[src/hw/rtl/ple_pkg.sv]
// Shared types and constants for the positional list engine.
// No dependencies; used by the top level, ple_ctrl, ple_dpath and ple_checker.
`default_nettype none

package ple_pkg;

    localparam int unsigned DEPTH_DEF = 64;
    localparam int unsigned POS_W     = 7;
    localparam int unsigned VAL_W     = 32;
    localparam int unsigned CNT_OUT_W = 7;

    typedef enum logic [2:0] {
        CMD_INS_END   = 3'd0,
        CMD_INS_FRONT = 3'd1,
        CMD_INS_AT    = 3'd2,
        CMD_REM_END   = 3'd3,
        CMD_REM_FRONT = 3'd4,
        CMD_REM_AT    = 3'd5,
        CMD_READ_AT   = 3'd6,
        CMD_CLEAR     = 3'd7
    } cmd_code_t;

    typedef enum logic [2:0] {
        ST_OK     = 3'd0,
        ST_DUP    = 3'd1,
        ST_FULL   = 3'd2,
        ST_EMPTY  = 3'd3,
        ST_BADPOS = 3'd4
    } status_t;

    typedef struct packed {
        cmd_code_t                command;
        logic [POS_W-1:0]         position;
        logic signed [VAL_W-1:0]  item_value;
    } ple_cmd_t;

    typedef struct packed {
        status_t                  status;
        logic signed [VAL_W-1:0]  read_value;
        logic [CNT_OUT_W-1:0]     entry_count;
    } ple_rsp_t;

    typedef struct packed {
        logic load;
        logic scan;
        logic fin_dup;
        logic up_init;
        logic shup;
        logic put;
        logic rdpos;
        logic fin_read;
        logic dn_init;
        logic shdn;
        logic fin_rem;
        logic emit;
    } ple_ctl_t;

    typedef struct packed {
        logic pre_done;
        logic pre_ins;
        logic scan_hit;
        logic scan_done;
        logic shup_done;
        logic shdn_done;
        logic is_read;
        logic out_busy;
    } ple_stat_t;

endpackage

`default_nettype wire

[src/hw/rtl/positional_list_engine_top.sv]
// Top level of the positional list engine: ordered list of distinct values.
// Depends on ple_pkg, ple_ctrl and ple_dpath.
//
//   channel  direction  beat type   handshake
//   cmd      in         ple_cmd_t   cmd_valid / cmd_ready
//   rsp      out        ple_rsp_t   rsp_valid / rsp_ready
//
// One command in flight at a time; cmd_ready is high only between commands.
// Error, clear: straight to the response; read_at: reads the entry at pos first.
// Insert: duplicate scan, then shift up to open the slot at pos.
// Remove: reads the entry at pos, then shifts down; the entry memory reads one entry and
// writes one entry per cycle. No clearing pass after reset.
// A stalled response holds in its register while the next command is taken.
`default_nettype none

module positional_list_engine_top #(
    parameter int unsigned DEPTH = ple_pkg::DEPTH_DEF
) (
    input  wire logic              clk,
    input  wire logic              rst_n,
    input  wire logic              cmd_valid,
    output logic                   cmd_ready,
    input  wire ple_pkg::ple_cmd_t cmd_item,
    output logic                   rsp_valid,
    input  wire logic              rsp_ready,
    output ple_pkg::ple_rsp_t      rsp_item
);

    ple_pkg::ple_ctl_t  ctl;
    ple_pkg::ple_stat_t stat;

    ple_ctrl u_ctrl (
        .clk       (clk),
        .rst_n     (rst_n),
        .cmd_valid (cmd_valid),
        .cmd_ready (cmd_ready),
        .stat      (stat),
        .ctl       (ctl)
    );

    ple_dpath #(
        .DEPTH (DEPTH)
    ) u_dpath (
        .clk       (clk),
        .rst_n     (rst_n),
        .cmd_item  (cmd_item),
        .rsp_valid (rsp_valid),
        .rsp_ready (rsp_ready),
        .rsp_item  (rsp_item),
        .ctl       (ctl),
        .stat      (stat)
    );

endmodule

`default_nettype wire

[src/hw/rtl/ple_ctrl.sv]
// Controller state machine of the positional list engine.
// Depends on ple_pkg; drives ple_dpath through ple_ctl_t.
`default_nettype none

module ple_ctrl (
    input  wire logic              clk,
    input  wire logic              rst_n,
    input  wire logic              cmd_valid,
    output logic                   cmd_ready,
    input  wire ple_pkg::ple_stat_t stat,
    output ple_pkg::ple_ctl_t      ctl
);

    typedef enum logic [6:0] {
        S_IDLE  = 7'b0000001,
        S_SCAN  = 7'b0000010,
        S_SHUP  = 7'b0000100,
        S_RDVAL = 7'b0001000,
        S_RDGET = 7'b0010000,
        S_SHDN  = 7'b0100000,
        S_DONE  = 7'b1000000
    } state_t;

    state_t state_reg;
    state_t state_next;

    always_ff @(posedge clk or negedge rst_n)
    begin
        if (!rst_n)
        begin
            state_reg <= S_IDLE;
        end
        else
        begin
            state_reg <= state_next;
        end
    end

    always_comb
    begin
        ctl        = '0;
        state_next = state_reg;
        cmd_ready  = (state_reg == S_IDLE);
        case (state_reg)
            S_IDLE:
            begin
                if (cmd_valid)
                begin
                    ctl.load = 1'b1;
                    if (stat.pre_done)
                    begin
                        state_next = S_DONE;
                    end
                    else if (stat.pre_ins)
                    begin
                        state_next = S_SCAN;
                    end
                    else
                    begin
                        state_next = S_RDVAL;
                    end
                end
            end
            S_SCAN:
            begin
                ctl.scan = 1'b1;
                if (stat.scan_hit)
                begin
                    ctl.fin_dup = 1'b1;
                    state_next  = S_DONE;
                end
                else if (stat.scan_done)
                begin
                    ctl.up_init = 1'b1;
                    state_next  = S_SHUP;
                end
            end
            S_SHUP:
            begin
                ctl.shup = 1'b1;
                if (stat.shup_done)
                begin
                    ctl.put    = 1'b1;
                    state_next = S_DONE;
                end
            end
            S_RDVAL:
            begin
                ctl.rdpos  = 1'b1;
                state_next = S_RDGET;
            end
            S_RDGET:
            begin
                if (stat.is_read)
                begin
                    ctl.fin_read = 1'b1;
                    state_next   = S_DONE;
                end
                else
                begin
                    ctl.dn_init = 1'b1;
                    state_next  = S_SHDN;
                end
            end
            S_SHDN:
            begin
                ctl.shdn = 1'b1;
                if (stat.shdn_done)
                begin
                    ctl.fin_rem = 1'b1;
                    state_next  = S_DONE;
                end
            end
            S_DONE:
            begin
                if (!stat.out_busy)
                begin
                    ctl.emit   = 1'b1;
                    state_next = S_IDLE;
                end
            end
            default:
            begin
                state_next = S_IDLE;
            end
        endcase
    end

endmodule

`default_nettype wire

[src/hw/rtl/ple_dpath.sv]
// Datapath of the positional list engine: entry memory, count, sweep index,
// checks and the response register. Depends on ple_pkg; steered by ple_ctrl.
`default_nettype none

module ple_dpath #(
    parameter int unsigned DEPTH = ple_pkg::DEPTH_DEF
) (
    input  wire logic               clk,
    input  wire logic               rst_n,
    input  wire ple_pkg::ple_cmd_t  cmd_item,
    output logic                    rsp_valid,
    input  wire logic               rsp_ready,
    output ple_pkg::ple_rsp_t       rsp_item,
    input  wire ple_pkg::ple_ctl_t  ctl,
    output ple_pkg::ple_stat_t      stat
);

    localparam int unsigned AW = (DEPTH > 1) ? $clog2(DEPTH) : 1;
    localparam int unsigned CW = $clog2(DEPTH + 1);
    localparam int unsigned XW = (CW > ple_pkg::POS_W) ? CW : ple_pkg::POS_W;

    logic [ple_pkg::VAL_W-1:0]        mem [DEPTH];
    logic [ple_pkg::VAL_W-1:0]        rd_data_reg;
    logic [AW-1:0]                    rd_addr;
    logic                             rd_en;
    logic                             mem_we;
    logic [AW-1:0]                    mem_waddr;
    logic [ple_pkg::VAL_W-1:0]        mem_wdata;

    logic [CW-1:0]                    count_reg;
    logic [CW-1:0]                    count_next;
    logic [CW-1:0]                    idx_reg;
    logic [CW-1:0]                    idx_next;
    logic                             cmp_pend_reg;
    logic                             cmp_pend_next;
    logic                             wr_pend_reg;
    logic                             wr_pend_next;
    logic                             rsp_valid_reg;
    logic                             rsp_valid_next;

    logic [AW-1:0]                    pos_reg;
    logic [ple_pkg::VAL_W-1:0]        val_reg;
    logic                             read_reg;
    logic [AW-1:0]                    waddr_reg;
    ple_pkg::status_t                 res_status_reg;
    logic signed [ple_pkg::VAL_W-1:0] res_value_reg;
    ple_pkg::ple_rsp_t                rsp_item_reg;

    logic [XW-1:0]                    count_x;
    logic [XW-1:0]                    pos_x;
    logic [XW-1:0]                    eff_pos_x;
    logic                             is_ins;
    logic                             is_rd;
    logic                             is_clr;
    ple_pkg::status_t                 pre_status;
    logic [CW-1:0]                    idx_m1;
    logic [CW-1:0]                    pos_c;
    logic                             idx_below;
    logic                             up_go;

    assign count_x   = XW'(count_reg);
    assign pos_x     = XW'(cmd_item.position);
    assign idx_m1    = idx_reg - CW'(1);
    assign pos_c     = CW'(pos_reg);
    assign idx_below = (idx_reg < count_reg);
    assign up_go     = (idx_reg > pos_c);

    always_comb
    begin
        is_ins = (cmd_item.command inside {ple_pkg::CMD_INS_END, ple_pkg::CMD_INS_FRONT,
                                           ple_pkg::CMD_INS_AT});
        is_rd  = (cmd_item.command == ple_pkg::CMD_READ_AT);
        is_clr = (cmd_item.command == ple_pkg::CMD_CLEAR);
        case (cmd_item.command)
            ple_pkg::CMD_INS_END:   eff_pos_x = count_x;
            ple_pkg::CMD_INS_FRONT: eff_pos_x = '0;
            ple_pkg::CMD_REM_FRONT: eff_pos_x = '0;
            ple_pkg::CMD_REM_END:   eff_pos_x = count_x - XW'(1);
            default:                eff_pos_x = pos_x;
        endcase
        pre_status = ple_pkg::ST_OK;
        if (is_ins)
        begin
            if (count_x >= XW'(DEPTH))
            begin
                pre_status = ple_pkg::ST_FULL;
            end
            else if (eff_pos_x > count_x)
            begin
                pre_status = ple_pkg::ST_BADPOS;
            end
        end
        else if (!is_clr)
        begin
            if (count_reg == '0)
            begin
                pre_status = ple_pkg::ST_EMPTY;
            end
            else if (eff_pos_x >= count_x)
            begin
                pre_status = ple_pkg::ST_BADPOS;
            end
        end
    end

    always_comb
    begin
        stat.pre_done  = (pre_status != ple_pkg::ST_OK) || is_clr;
        stat.pre_ins   = is_ins;
        stat.scan_hit  = cmp_pend_reg && (rd_data_reg == val_reg);
        stat.scan_done = !idx_below;
        stat.shup_done = (idx_reg == pos_c) && !wr_pend_reg;
        stat.shdn_done = !idx_below && !wr_pend_reg;
        stat.is_read   = read_reg;
        stat.out_busy  = rsp_valid_reg && !rsp_ready;
    end

    always_comb
    begin
        if (ctl.shup)
        begin
            rd_addr = idx_m1[AW-1:0];
        end
        else if (ctl.scan || ctl.shdn)
        begin
            rd_addr = idx_reg[AW-1:0];
        end
        else
        begin
            rd_addr = pos_reg;
        end
        rd_en     = ctl.scan || ctl.shup || ctl.shdn || ctl.rdpos;
        mem_we    = wr_pend_reg || ctl.put;
        mem_waddr = ctl.put ? pos_reg : waddr_reg;
        mem_wdata = ctl.put ? val_reg : rd_data_reg;
    end

    always_ff @(posedge clk)
    begin
        if (mem_we)
        begin
            mem[mem_waddr] <= mem_wdata;
        end
        if (rd_en)
        begin
            rd_data_reg <= mem[rd_addr];
        end
    end

    always_comb
    begin
        count_next = count_reg;
        if (ctl.load && is_clr)
        begin
            count_next = '0;
        end
        else if (ctl.put)
        begin
            count_next = count_reg + CW'(1);
        end
        else if (ctl.fin_rem)
        begin
            count_next = count_reg - CW'(1);
        end

        idx_next      = idx_reg;
        cmp_pend_next = cmp_pend_reg;
        wr_pend_next  = wr_pend_reg;
        if (ctl.load)
        begin
            idx_next      = '0;
            cmp_pend_next = 1'b0;
            wr_pend_next  = 1'b0;
        end
        else if (ctl.up_init)
        begin
            idx_next     = count_reg;
            wr_pend_next = 1'b0;
        end
        else if (ctl.dn_init)
        begin
            idx_next     = pos_c + CW'(1);
            wr_pend_next = 1'b0;
        end
        else if (ctl.scan)
        begin
            cmp_pend_next = idx_below;
            if (idx_below)
            begin
                idx_next = idx_reg + CW'(1);
            end
        end
        else if (ctl.shup)
        begin
            wr_pend_next = up_go;
            if (up_go)
            begin
                idx_next = idx_m1;
            end
        end
        else if (ctl.shdn)
        begin
            wr_pend_next = idx_below;
            if (idx_below)
            begin
                idx_next = idx_reg + CW'(1);
            end
        end

        rsp_valid_next = rsp_valid_reg;
        if (ctl.emit)
        begin
            rsp_valid_next = 1'b1;
        end
        else if (rsp_ready)
        begin
            rsp_valid_next = 1'b0;
        end
    end

    always_ff @(posedge clk or negedge rst_n)
    begin
        if (!rst_n)
        begin
            count_reg     <= '0;
            idx_reg       <= '0;
            cmp_pend_reg  <= 1'b0;
            wr_pend_reg   <= 1'b0;
            rsp_valid_reg <= 1'b0;
        end
        else
        begin
            count_reg     <= count_next;
            idx_reg       <= idx_next;
            cmp_pend_reg  <= cmp_pend_next;
            wr_pend_reg   <= wr_pend_next;
            rsp_valid_reg <= rsp_valid_next;
        end
    end

    always_ff @(posedge clk)
    begin
        if (ctl.load)
        begin
            pos_reg        <= eff_pos_x[AW-1:0];
            val_reg        <= $unsigned(cmd_item.item_value);
            read_reg       <= is_rd;
            res_status_reg <= pre_status;
            res_value_reg  <= '0;
        end
        if (ctl.dn_init)
        begin
            val_reg <= rd_data_reg;
        end
        if (ctl.shup && up_go)
        begin
            waddr_reg <= idx_reg[AW-1:0];
        end
        else if (ctl.shdn && idx_below)
        begin
            waddr_reg <= idx_m1[AW-1:0];
        end
        if (ctl.fin_dup)
        begin
            res_status_reg <= ple_pkg::ST_DUP;
            res_value_reg  <= '0;
        end
        if (ctl.put)
        begin
            res_status_reg <= ple_pkg::ST_OK;
            res_value_reg  <= '0;
        end
        if (ctl.fin_read)
        begin
            res_status_reg <= ple_pkg::ST_OK;
            res_value_reg  <= $signed(rd_data_reg);
        end
        if (ctl.fin_rem)
        begin
            res_status_reg <= ple_pkg::ST_OK;
            res_value_reg  <= $signed(val_reg);
        end
        if (ctl.emit)
        begin
            rsp_item_reg.status      <= res_status_reg;
            rsp_item_reg.read_value  <= res_value_reg;
            rsp_item_reg.entry_count <= count_x[ple_pkg::CNT_OUT_W-1:0];
        end
    end

    assign rsp_valid = rsp_valid_reg;
    assign rsp_item  = rsp_item_reg;

endmodule

`default_nettype wire

[config.mk]
export PLATFORM = sky130hd
export DESIGN_NAME = positional_list_engine_top
export DESIGN_NICKNAME = d
export VERILOG_FILES = /design/src/hw/rtl/ple_pkg.sv /design/src/hw/rtl/positional_list_engine_top.sv /design/src/hw/rtl/ple_ctrl.sv /design/src/hw/rtl/ple_dpath.sv
export SDC_FILE = /design/constraint.sdc
export NUM_CORES = 2
export LEC_CHECK = 0
export BUFFER_PORTS_ARGS = -buffer_cell sky130_fd_sc_hd__buf_2
export CORE_ASPECT_RATIO = 2
export CORE_MARGIN = 2
export CORE_UTILIZATION = 50
export DETAILED_ROUTE_END_ITERATION = 6
export GPL_TIMING_DRIVEN = 0
export PLACE_DENSITY = 0.65
export SYNTH_ARGS = -nofsm -noshare
export SYNTH_HDL_FRONTEND = slang
export SYNTH_SLANG_ARGS = --single-unit
[constraint.sdc]
create_clock -name clk -period 13.25 [get_ports clk]
set_input_delay 1.325 -clock clk [delete_from_list [all_inputs] [get_ports clk]]
set_output_delay 1.325 -clock clk [all_outputs]
set_load 0.005 [all_outputs]
Word-level counts from Yosys, hierarchy flattened
Memories as Yosys holds them, arrays and structs flattened. A register that Yosys moved wholly into a read port is not among the register bits.
Cells that the tools add are included.
{"block": "totals", "reg_bits": 146, "mem_bits_rw": 2048, "input_bits": 46, "output_inout_bits": 44, "elab_cells": 160, "memories": 1}
{"memory": "u_dpath.mem", "depth": 64, "width": 32, "rd": 1, "rd_clocked_by_memory_dff": 1, "wr": 1, "line_no": "ple_dpath.sv:22", "text": "logic [ple_pkg::VAL_W-1:0] mem [DEPTH];"}
{"block": "op_classes", "addsub": 5, "order_cmp": 5, "n_eq_ne": 24, "mux": 73, "n_reduce_logical": 36}
{"cell": "two-way mux 32 bit", "count": 8}
{"cell": "two-way mux 7 bit", "count": 19}
{"cell": "case mux 7 bit (7 select lines)", "count": 1}
{"cell": "equality test 32 bit", "count": 1}
{"cell": "two-way mux 6 bit", "count": 5}
{"cell": "two-way mux 1 bit", "count": 28}
{"cell": "two-way mux 3 bit", "count": 7}
{"cell": "case mux 7 bit (3 select lines)", "count": 1}
{"cell": "adder 7 x 1 -> 7 bit, second input constant", "count": 2}
{"cell": "subtractor 7 x 1 -> 7 bit, second input constant", "count": 2}
{"cell": "nonzero test 2 bit", "count": 5}
{"cell": "nonzero test 5 bit", "count": 2}
{"cell": "equality test 3 bit, second input constant", "count": 3}
{"cell": "nonzero test 3 bit", "count": 3}
{"cell": "!= test 2 bit, second input constant", "count": 4}
{"cell": "adder 6 x 1 -> 7 bit, second input constant", "count": 1}
{"cell": "equality test 7 x 1 -> 1 bit, second input constant", "count": 1}
{"cell": "equality test 7 x 2 -> 1 bit, second input constant", "count": 1}
{"cell": "equality test 7 x 3 -> 1 bit, second input constant", "count": 1}
{"cell": "equality test 7 x 4 -> 1 bit, second input constant", "count": 1}
{"cell": "equality test 7 x 5 -> 1 bit, second input constant", "count": 1}
{"cell": "equality test 7 x 6 -> 1 bit", "count": 1}
{"cell": "equality test 7 x 6 -> 1 bit, second input constant", "count": 1}
{"cell": "equality test 7 bit, second input constant", "count": 1}
{"cell": "other kinds (25)", "count": 43}

Depth between registers and ports, before layout
{"block": "logic_depth", "depth_word": 13, "mapped_depth": 19, "ltp_nobuf": 17}

By module
Synthesis repeated with hierarchy kept, for this count alone.
{"block": "unflattened", "hier_cells": 4061, "area_unflattened_um2": 86644.3}
{"module": "ple_dpath", "instances": 1, "cells_per_inst": 4000, "area_each_um2": 86086.3}
{"module": "ple_ctrl", "instances": 1, "cells_per_inst": 61, "area_each_um2": 558.0}

Worst setup path after synthesis
No wires, ideal clock.
{"block": "synth_timing", "path_type": "reg2reg", "start": "register u_ctrl.state_reg[3]", "end": "memory u_dpath.mem[50][0] in the netlist's numbering (enable)", "t_arrival_ps": 4899, "slack_ps": 7890, "path_stages_with_launch": 12, "path_buffers": 4, "cell_sequence": "dfrtp_1 > buf_2 > nor4_4 > nand2_1 > or4_1 > clkbuf_1 > buf_2 > buf_2 > nand2_1 > o21ai_0 > a211o_1 > nor3_1"}
{"block": "synth_between", "elab_chain_cells": 5, "elab_cells_between_ends": 6, "classes_between": "1 x eq/ne; 4 x mux; 1 x reduce/logical"}
{"item": "from (decl)", "line_no": "ple_ctrl.sv:24", "text": "state_t state_reg;"}
{"item": "from (signal assigned)", "line_no": "ple_ctrl.sv:35", "text": "state_reg <= state_next;"}
{"item": "equality test 7 x 3 -> 1 bit *", "line_no": "ple_ctrl.sv:44", "text": "case (state_reg)"}
{"item": "two-way mux 2 bit *", "line_no": "ple_ctrl.sv:44"}
{"item": "logical OR 1 bit", "line_no": "ple_dpath.sv:133", "text": "mem_we = wr_pend_reg || ctl.put;"}
{"item": "two-way mux 1 bit", "line_no": "ple_dpath.sv:140", "text": "if (mem_we)"}
{"item": "two-way mux 1 bit (not written as such)", "line_no": "ple_dpath.sv:142", "text": "mem[mem_waddr] <= mem_wdata;"}
{"item": "to (decl)", "line_no": "ple_dpath.sv:22"}
Every way passes the cells marked *; elsewhere a longest branch is shown, timed or not.

Worst setup path after layout
{"block": "layout_timing", "start": "register u_dpath.idx_reg[0]", "end": "register u_dpath.rd_data_reg[21] in the netlist's numbering, read port of u_dpath.mem, data pin"}
{"block": "layout_between", "elab_chain_cells": 2, "elab_cells_between_ends": 3, "classes_between": "1 x add/sub; 2 x mux"}
{"item": "from (decl)", "line_no": "ple_dpath.sv:32", "text": "logic [CW-1:0] idx_reg;"}
{"item": "from (signal assigned)", "line_no": "ple_dpath.sv:234", "text": "idx_reg <= idx_next;"}
{"item": "subtractor 7 x 1 -> 7 bit or two-way mux 6 bit (tied branches)", "line_no": "ple_dpath.sv:63, ple_dpath.sv:124"}
{"item": "two-way mux 6 bit *", "line_no": "ple_dpath.sv:120", "text": "if (ctl.shup)"}
{"item": "to (decl)", "line_no": "ple_dpath.sv:23", "text": "logic [ple_pkg::VAL_W-1:0] rd_data_reg;"}
Marked as above.
A chain may end at the register's enable or synchronous reset.

==> metrics.md <==
| Metric | Value |
|---|---|
| Starting DRT DRC Count | 7626 |
| Internal Power | 10.5 mW |
| PortBufs | 89 |
| GRT met1 Usage | 37.2% |
| Maximum clock rate | 159 MHz |
| Clk network pwr share | 41.5% |
| Setup violations, final | 0 |
| Mean area per synthesized cell | 16.3 µm² |
| Met3 Usage GRT | 7.20% |
| Slew Limit Fails | 3 |
| Hold Crit Class | reg -> reg |
| Postcts setup bufs | 0 |
| CP top delay family | compound AO/OA/AOI/OAI gates |
| Worst path most repeated cell | buf_2 |
| GP Congestion | 1.04 |
| Via Count | 54200 |
| Die Area | 179000 µm² |
| Dominant synthesized flop cell | edfxtp_1 |
| CP Class | reg -> reg |
| Reg area | 66700 µm² |
| Seq/Total Area, Yosys | 75.9% |
| Initial antenna violation count | 18 |
| Period utilisation layout | 47.5% |
| Initial core utilization | 50.3% |
| Worst path slowest cell | a311oi_4 |
| Ys Warns | 0 |
| CTS max path bufs | 4 |
| Skew final | 36.7 ps |
| Min Tclk post-route | 6290 ps |
| Row count | 217 |
| Die H | 597 µm |
| DRT Pass-1 Iters | 7 |
| EDFF count, synth | 2199 |
| CTS tree | yes |
| Hold Vio Cnt, Final | 0 |
| Routed Antenna Nets | 0 |
| NetSw | 2.56 mW |
| Sequential Power Share | 58.2% |
| Yosys top cell by area | edfxtp_1 |
| Clock transition at the registers of the reported paths | 70 ps |
| Outcome | finished, violations left |
| Switching share of power | 19.6% |
| CTS H-tree depth | 4 |
| Crit end category | register |
| Total gr overflow | 0 |
| Largest register FFs | 2048 |
| First-pass GRT wire length | 418000 µm |
| Fillers | 13200 |
| P&R area growth vs syn | 13.5% |
| RSZ-0062 raised after global routing | no |
| Max_slew headroom | -7.76% |
| Peak VDD IR | 0.0000965 V |
| Fin Setup TNS | 0 ps |
| Worst-Margin Slew | 1620 ps |
| Global route hottest layer | met2 |
| Hold Buf Count CTS | 0 |
| Root buffer cell | clkbuf_16 |
| # IOs | 90 |
| Max cap viols | 0 |
| Leak | 25.9 nW |
| Power per cell area | 131 nW/µm² |
| Count of distinct cell types in the synthesized netlist | 73 |
| Total track usage | 34.1% |
| Asr flop ratio synth | 1.08% |
| Area fraction of the dominant cell type after synthesis | 75.2% |
| Post-cts sizing count | 0 |
| WP buf/inv | 5 |
| WL/cell | 37.4 µm |
| Share of cells above drive strength 1 | 16.7% |
| CTS Buf Count | 188 |
| Syn nets | 5444 |
| Vias in the first global route | 53200 |
| Ordered cell list for the critical path | clkbuf_1, inv_1, ha_1, nor3b_1, o21bai_1, a211oi_2, a311oi_4, buf_2, buf_2, buf_2, mux4_2, a22o_1, o31ai_1, o211ai_1 |
| Worst path max stage delay | 1020 ps |
| Post-Synthesis Cell Area | 87900 µm² |
| Post-synthesis cell count | 5374 |
| Failing checks | DRC, slew limit |
| Global-route met2 utilization | 57.2% |
| DRC errors left | 6 |
| Worst skew pair latency | 860 ps |
| Clock Sinks | 2226 |
| Core Util, Final | 57.1% |
| Synth top area cells | edfxtp_1 75%, mux4_2 6.7%, nand2_1 4.5% |
| CP max FO | 10 |
| CP required | 13760 ps |
| Comb power frac | 0.2% |
| Startpoint types | register |
| Footprint of the multi-input gates | 20100 µm² |
| Largest net degree at the start of global routing | 65 |
| WL final | 307000 µm |
| Nets@finish | 5838 |
| DR vias/cell | 6.60 |
| Core Area | 175000 µm² |
| Critical path arrival | 6800 ps |
| Die width | 300 µm |
| #FFs+latches synth | 2226 |
| DP HPWL | 213000 µm |
-- power by group through the flow --
stage | Combinational (mW) | Clock [mW] | Sequential [mW]
final | 0.0300 | 5.43 | 7.61
after CTS | 0.0305 | 5.42 | 7.61
after floorplan | 0.0139 | 0 | 7.77
after global placement | 0.0298 | 0 | 7.77
after detailed placement | 0.0303 | 0 | 7.77
after global routing | 0.0335 | 5.66 | 7.61
-- through the flow --
step	area [µm²]	std cells	hold slack, ps	total power, mW	setup slack (ps)
after floorplan	87900	5374	400	7.78	7890
after global placement	91200	7762	401	7.80	2630
after detailed placement	94000	7877	406	7.80	7120
after CTS	99700	8202	419	13.1	7140
after global routing	99700	8203	427	13.3	6900
final	99700	8206	422	13.1	6960
-- layer usage --
metal | vias to the layer above | share of wire, %
met3 | 1076 | 9.7
met1 | 27500 | 31
met2 | 3728 | 49
li1 | 21800 | -
met4 | 20 | 9.8
met5 | - | 0.039
-- kinds of logic (layout without fill, tap and decap cells) --
| group | Yosys count | count (layout) | share of synthesized area [%] |
|---|---|---|---|
| buffers and inverters | 368 | 897 | 1.89 |
| other | 0 | 4 | 0 |
| multiplexers | 277 | 277 | 6.90 |
| XOR/XNOR | 53 | 53 | 0.528 |
| flip-flops | 2226 | 2226 | 75.9 |
| AO/OA/AOI/OAI | 966 | 966 | 7.53 |
| adder cells (fa/ha/maj) | 24 | 24 | 0.342 |
| AND/OR/NAND/NOR | 1460 | 1460 | 6.89 |
-- path summary, 6_finish.rpt --
path | start | slack, ps | cells past startpoint | endpoint
worst min register to register | u_dpath.res_value_reg[7] | 420 | 0 | u_dpath.rsp_item[14]
worst min-delay path | u_dpath.res_value_reg[7] | 420 | 0 | u_dpath.rsp_item[14]
worst max-delay path | u_dpath.idx_reg[0] | 6960 | 14 | u_dpath.rd_data_reg[21]
max in group asynchronous | rst_n | 12260 | 1 | u_dpath.count_reg[0]
min in group asynchronous | rst_n | 530 | 1 | u_dpath.rsp_valid
worst max register to register | u_dpath.idx_reg[0] | 6960 | 14 | u_dpath.rd_data_reg[21]
-- Yosys cell counts (4+ instances only) --
| cell type | count |
|---|---|
| a21o_1 | 68 |
| and2_1 | 6 |
| nor2b_1 | 7 |
| a22o_1 | 82 |
| a31oi_1 | 59 |
| buf_2 | 118 |
| clkbuf_1 | 168 |
| nor4_1 | 13 |
| or2_2 | 5 |
| or4_1 | 22 |
| nand4_1 | 20 |
| o21ai_0 | 39 |
| and3_1 | 14 |
| ha_1 | 24 |
| o21ai_1 | 5 |
| nand3_1 | 104 |
| a21oi_1 | 331 |
| xnor2_1 | 22 |
| o22ai_1 | 27 |
| mux2i_1 | 12 |
| buf_1 | 22 |
| a22oi_1 | 83 |
| a32oi_1 | 51 |
| o31ai_1 | 39 |
| nor3b_1 | 4 |
| nor2_1 | 131 |
| a311oi_1 | 134 |
| mux4_2 | 263 |
| xor2_1 | 31 |
| a221oi_1 | 11 |
| nand2_1 | 1057 |
| inv_1 | 26 |
| buf_4 | 31 |
| or3_1 | 8 |
| dfrtp_1 | 23 |
| nand2b_1 | 18 |
| nor3_1 | 40 |
| o211ai_1 | 7 |
| edfxtp_1 | 2199 |
-- cell type report --
class,count,area share [%]
Sequential cell,2226,66.9
Multi-Input combinational cell,2780,20.2
Clock buffer,219,4.94
Tap cell,2299,2.88
Timing Repair Buffer,204,2.64
Buffer,341,1.56
Clock inverter,106,0.828
Inverter,27,0.102
Antenna cell,4,0.0100
-- layout by cell type, fill, tap and decap left out, types with 24 or more instances in the layout --
master	netlist	layout
a21o_1	68	68
a21oi_1	331	331
a22o_1	82	82
a22oi_1	83	83
a311oi_1	134	134
a31oi_1	59	59
a32oi_1	51	51
buf_12	0	94
buf_2	118	207
buf_4	31	33
clkbuf_1	168	193
clkbuf_16	0	193
clkinv_1	1	53
clkinv_2	0	25
edfxtp_1	2199	2199
ha_1	24	24
inv_1	26	26
mux4_2	263	263
nand2_1	1057	1024
nand2_2	0	26
nand3_1	104	104
nor2_1	131	68
nor2_4	0	61
nor3_1	40	36
o21ai_0	39	39
o22ai_1	27	27
o31ai_1	39	39
xor2_1	31	31
(Power assumes the default switching activity.)
